===== src/hdl/rau_pkg.sv =====
// rau_pkg: shared types and constants of the rational arithmetic unit
// used by the interfaces, controller, datapath and top level
package rau_pkg;
  localparam int OPERAND_WIDTH = 16;
  localparam int RES_WIDTH = 32;
  localparam int EXP_WIDTH = 8;
  localparam int MODE_WIDTH = 3;
  localparam int CNT_WIDTH = 6;

  typedef enum logic [MODE_WIDTH-1:0] {
    MODE_ADD = 3'd0,
    MODE_SUB = 3'd1,
    MODE_MUL = 3'd2,
    MODE_DIV = 3'd3,
    MODE_ABS = 3'd4,
    MODE_POW = 3'd5
  } mode_t;

  typedef enum logic [3:0] {
    ST_IDLE,
    ST_PROD,
    ST_COMB,
    ST_POW,
    ST_RED,
    ST_GCD,
    ST_QUO,
    ST_DONE
  } state_t;

  // controller to datapath
  typedef struct packed {
    logic load;
    logic prod;
    logic comb;
    logic pow_step;
    logic red;
    logic gcd_start;
    logic div_bit;
    logic mod_done;
    logic quo_start;
    logic quo_done;
    logic out_load;
  } dp_cmd_t;

  // datapath to controller
  typedef struct packed {
    logic special;
    logic pow_done;
    logic num_zero;
    logic y_zero;
  } dp_sts_t;
endpackage


===== src/hdl/rau_ctrl.sv =====
// rau_ctrl: sequencer of the rational arithmetic unit
// depends on rau_pkg; drives rau_dp by command struct
module rau_ctrl (
  input  logic              clk,
  input  logic              rst,
  input  logic              in_valid,
  output logic              in_ready,
  output logic              out_valid,
  input  logic              out_ready,
  output rau_pkg::dp_cmd_t  cmd,
  input  rau_pkg::dp_sts_t  sts
);
  import rau_pkg::*;

  state_t state, state_next;
  logic [CNT_WIDTH-1:0] cnt, cnt_next;
  logic out_valid_next;

  // state, bit counter and output flag
  always_ff @(posedge clk) begin
    if (rst) begin
      state <= ST_IDLE;
      cnt <= '0;
      out_valid <= 1'b0;
    end else begin
      state <= state_next;
      cnt <= cnt_next;
      out_valid <= out_valid_next;
    end
  end

  // next state and commands
  always_comb begin
    state_next = state;
    cnt_next = cnt;
    cmd = '0;
    in_ready = 1'b0;
    out_valid_next = out_valid && !out_ready;
    case (state)
      ST_IDLE: begin
        in_ready = 1'b1;
        if (in_valid) begin
          cmd.load = 1'b1;
          state_next = ST_PROD;
        end
      end
      ST_PROD: begin
        if (sts.special) state_next = ST_DONE;
        else begin
          cmd.prod = 1'b1;
          state_next = ST_COMB;
        end
      end
      ST_COMB: begin
        cmd.comb = 1'b1;
        state_next = ST_POW;
      end
      ST_POW: begin
        if (sts.pow_done) state_next = ST_RED;
        else cmd.pow_step = 1'b1;
      end
      ST_RED: begin
        cmd.red = 1'b1;
        if (sts.num_zero) state_next = ST_DONE;
        else begin
          cmd.gcd_start = 1'b1;
          state_next = ST_GCD;
        end
      end
      // one remainder bit per cycle within each euclid step
      ST_GCD: begin
        if (sts.y_zero) begin
          cmd.quo_start = 1'b1;
          cnt_next = '0;
          state_next = ST_QUO;
        end else begin
          cmd.div_bit = 1'b1;
          cnt_next = cnt + 1'b1;
          if (cnt == CNT_WIDTH'(RES_WIDTH - 1)) begin
            cmd.mod_done = 1'b1;
            cnt_next = '0;
          end
        end
      end
      ST_QUO: begin
        cmd.div_bit = 1'b1;
        cnt_next = cnt + 1'b1;
        if (cnt == CNT_WIDTH'(RES_WIDTH - 1)) begin
          cmd.quo_done = 1'b1;
          cnt_next = '0;
          state_next = ST_DONE;
        end
      end
      ST_DONE: begin
        if (!out_valid || out_ready) begin
          cmd.out_load = 1'b1;
          out_valid_next = 1'b1;
          state_next = ST_IDLE;
        end
      end
      default: state_next = ST_IDLE;
    endcase
  end
endmodule


===== config.mk =====
export PLATFORM = sky130hd
export DESIGN_NAME = rau_ctrl
export DESIGN_NICKNAME = d
export VERILOG_FILES = /design/src/hdl/rau_pkg.sv /design/src/hdl/rau_ctrl.sv
export SDC_FILE = /design/constraint.sdc
export NUM_CORES = 1
export LEC_CHECK = 0
export BUFFER_PORTS_ARGS = -buffer_cell sky130_fd_sc_hd__buf_2
export CORE_MARGIN = 2
export CORE_UTILIZATION = 40
export DETAILED_ROUTE_END_ITERATION = 12
export PLACE_DENSITY = 0.69
export SYNTH_ARGS = -nofsm -noshare
export SYNTH_HDL_FRONTEND = slang
export SYNTH_SLANG_ARGS = --single-unit

===== constraint.sdc =====
create_clock -name clk -period 1.5 [get_ports clk]
set_input_delay 0.075 -clock clk [delete_from_list [all_inputs] [get_ports clk]]
set_output_delay 0.075 -clock clk [all_outputs]
set_load 0.02 [all_outputs]

Word level (Yosys, flattened, before mapping)
Cells that the tools add are included.
- add/subtract/negate cells: 1
- multiply operators: 0
- div/mod/pow operators: 0
- $lt $le $gt $ge: 0
- eq/ne operators: 13
- shifts and indexed selects: 0
- mux-type cells: 31
- bitwise operators: 0
- reduce and logical (&&, ||, !) cells: 7
- operator list (cell ; count):
    4-bit one-hot mux with 8 select lines ; 1
    4-bit 2-to-1 mux ; 5
    4-bit by 3-bit equality test with 1-bit output (second input constant) ; 4
    1-bit 2-to-1 mux ; 16
    6-bit 2-to-1 mux ; 2
    6-bit one-hot mux with 2 select lines ; 1
    2-bit inequality test (second input constant) ; 5
    4-bit by 2-bit equality test with 1-bit output (second input constant) ; 2
    2-bit 2-to-1 mux ; 4
    6-bit by 1-bit adder with 6-bit output (second input constant) ; 1
    6-bit by 5-bit equality test with 1-bit output (second input constant) ; 1
    5-bit AND reduction ; 1
    4-bit by 1-bit equality test with 1-bit output (second input constant) ; 1
    4-bit logical NOT ; 1
    3-bit 2-to-1 mux ; 1
    1-bit logical NOT ; 2
    1-bit one-hot mux with 2 select lines ; 1
    2-bit nonzero test ; 1
    1-bit logical AND ; 1
    1-bit logical OR ; 1
- bits in registers: 11
- latch bits: 0
- RAM bits: 0
- ROM bits: 0
- output and inout bits: 13
- word-level logic and storage cells: 55
- memories: 0

Logic depth before layout (Yosys ltp)
- depth after elaboration: 4
- gate-level depth with buffers: 5

Least setup slack after synthesis
No wires, ideal clock.
- path kind: flip-flop to output port
- start point: register cnt[0]
- end point: output port cmd[3] (netlist bit)
- data arrival time: 1.565 ns
- data required time: 1.425 ns
- path slack: -0.140 ns
- cell stages (with the launch flop): 5
- cells stage by stage: dfxtp_1 ha_1 nand3_1 or2_1 nor4_1
- RTL lines (item ; RTL line ; source):
    start, declared ; rau_ctrl.sv:16 ; logic [CNT_WIDTH-1:0] cnt, cnt_next;
    start signal, assigned ; rau_ctrl.sv:27 ; cnt <= cnt_next;
    end, declared ; rau_ctrl.sv:10 ; output rau_pkg::dp_cmd_t cmd,

==> run metrics <==
status=completed; post-synthesis adder-cell area fraction=1.832%; critical path peak fanout=14; number of enable-type register cells in the synthesized netlist=0; global router's overall resource usage=19.29%; Final period util=99.02%; worst setup slack for register-to-register paths=0.07 ns; clock buffer depth=2; standard cell area after detailed placement=829.5 µm²; synthesized-area fraction occupied by xor and xnor cells=5.311%; total standard cell area after synthesis=683.2 µm²; post-synthesis register bit count=10; critical path class=reg -> out; Synth warnings=0; pwr dens=919.3 nW/µm²; number of vias per cell=5.677; placement row count=14; Core Util, Final=60.43%; buffer cell driving the clock tree root=clkbuf_4; Layout Nets=121; worst clock skew on the final layout=0.009542 ns; cell depth of the worst flop-to-flop path=3; portion of synthesized cell area occupied by the leading cell type=29.30%; average cell area after synthesis=8.133 µm²; pins over their slew limit=0; DRC errors left=0; cell type with the highest aggregate area in the netlist=dfxtp_1; share of the yosys chip area belonging to registers=29.30%; number of violations reported at the end of detailed-routing iteration 0=10; number of global-route vias before repair=650; average wire length per cell after detail routing=13.01 µm; count of buffers from port buffering=20; Die Width=45.33 µm; launching element type of the critical path=register; worst hold path depth=2; hold_sp=rst; full die area=2054 µm²; die height=45.33 µm; Routability Congestion=0.8351; total number of vias=721; RSZ-0062 raised after global routing=true; fraction of the mapped netlist area in simple logic gates=28.39%; actual slew at the worst max-slew pin=0.2665 ns; Netlist cell types=40; HPWL after detailed placement=1.256 mm; total CTS buffers=3; DP Cell Count=121; mux share of post-synthesis cell area=3.114%; Critical Path RT=1.42 ns; total of max-cap violations=0; antenna violations before repair=0; total clock sinks=10; global route total overflow=0; Clock transition at path regs=0.07 ns; I/O pin cnt=21; minimum clock period=1.485 ns; non-filler cells in the finished layout=127; first-pass GRT wire length=2.787 mm; CTS tree=built; initial standard-cell utilization of the core=43.82%; total nets after synthesis=93; standard cell with the maximum stage delay on the critical path=dfxtp_2; ordered cell list for the critical path=buf_8 > nor2b_1 > nand2_1 > nor2_1 > buf_2; cell count after synthesis=84; DRT Pass-1 Iters=4; primary flip-flop cell chosen by synthesis mapping=dfxtp_1; leakage power total=0.3715 nW; data arrival time of the worst path=1.41 ns; ANT nets after route=0; Setup crit end kind=primary output; post-route cell area=942.2 µm²; Critical R2R Launch=cnt[2]; share of the synthesized area in compound gates (AO/OA/AOI/OAI)=24.36%; number of failing setup endpoints in the final timing report=0; maximum vdd drop=0.5260 mV; FFs w/ async S/R, synth=0%; Core Area=1559 µm²; Inserted Diodes=0; number of failing hold endpoints at the final stage=0; number of levels the H-tree was split into=1; clock latency of the later-clocked register in the worst-skew pair=0.27 ns; main combinational cell family by area after synthesis=simple AND/OR/NAND/NOR gates; synthesis-to-layout area growth=37.91%; tightest slew margin relative to the limit=82.07%; delay of the slowest critical-path stage=0.36 ns; kind of path behind the tightest hold check=in -> reg; f_max=0.6733 GHz; dominant cells by area after synthesis=dfxtp_1, a21oi_1, nor3_1, xnor2_4, o31ai_1; fraction of final layout cells sized beyond drive strength 1=45.05%; Setup crit start=state[0]; pin count of the biggest net entering global routing=15; Total Wirelength=1.652 mm
## layout by cell type (no fill, tap or decap), drive strengths merged, types with 2 or more instances in the layout
| cell | n |
|---|---|
| buf | 29 |
| dfxtp | 10 |
| a21oi | 6 |
| nor3 | 6 |
| nand2 | 5 |
| nor2 | 5 |
| inv | 4 |
| clkbuf | 4 |
| o21ai | 3 |
| o31ai | 3 |
| nor4 | 3 |
| nand2b | 3 |
| a211oi | 3 |
| nor2b | 2 |
| and2 | 2 |
| a31oi | 2 |
| nand3 | 2 |
| or4 | 2 |
## stage by stage
stage	setup WS, ns	power, mW	hold slack [ns]	TNS (ns)
after global placement	0.06334	0.6050	0.3048	0
after detailed placement	0.02098	0.6092	0.3069	0
after floorplan	0.08999	0.5288	0.1441	0
final	0.01477	0.8662	0.01046	0
after global routing	-0.08061	0.9178	0.01320	-0.2303
after CTS	-0.005276	0.8624	0.008213	-0.005276
## state kept, by name (all words and copies together) (netlist names)
signal	cells
cnt	6
out_valid	1
state	3
## cell usage after synthesis, drive strengths merged (3+ instances only)
master	n
nor4	3
o31ai	3
a21oi	6
nor2	5
nor3	6
nand2b	3
nand2	5
o21ai	3
a211oi	3
dfxtp	10
inv	4
buf	5
## layer usage
layer | up-vias | part of all wire, % | track usage, %
met4 | 0 | 0.85 | 9.412
met3 | 2 | 6.4 | 7.600
li1 | 370 | - | -
met5 | - | 0 | 0
met1 | 326 | 44 | 21.79
met2 | 23 | 48 | 31.43
## critical path: cells and delay by family, from the launching register on
family	cells	cell delay [ns]
and+or+nand+nor	3	0.46
DFF	1	0.36
buffers and inverters	2	0.32
## kinds of logic (layout without fill, tap and decap cells)
family	Yosys count	after routing
AOI/OAI and AO/OA	24	24
xor gates and xnor gates	2	2
adders and majority gates	1	1
buffers and inverters	10	37
DFF	10	10
muxes	2	2
and+or+nand+nor	35	35
## layout make-up
cell class,instances,area [µm²]
sequential,10,212.7
clock buffer,4,36.28
tap,16,20.02
timing repair buffer,29,175.2
inverter,4,15.01
fill,140,616.8
multi-input combinational,64,483.0
## what timing repair did
| action | 4_1_cts | 5_1_grt |
|---|---|---|
| endpoints found under the setup margin | 7 | 6 |
| setup buffers | 2 | 0 |
| gates resized for setup | 11 | 6 |
| endpoints found under the hold margin | 0 | 0 |
| pin swaps | 2 | 1 |
| hold buffers | 0 | 0 |
## worst paths after layout
kind	to
max	cmd[1]
min reg2reg	cnt[5]
min	cnt[1]
max reg2reg	cnt[5]
## power by group
group | internal [mW] | switching, mW | total, mW | leakage, nW
sequential | 0.282 | 0.0298 | 0.312 | 0.0837
combinational | 0.140 | 0.171 | 0.311 | 0.267
clock | 0.147 | 0.0959 | 0.243 | 0.0210
total | 0.570 | 0.296 | 0.866 | 0.372
Power figures use the tool's default switching activity.
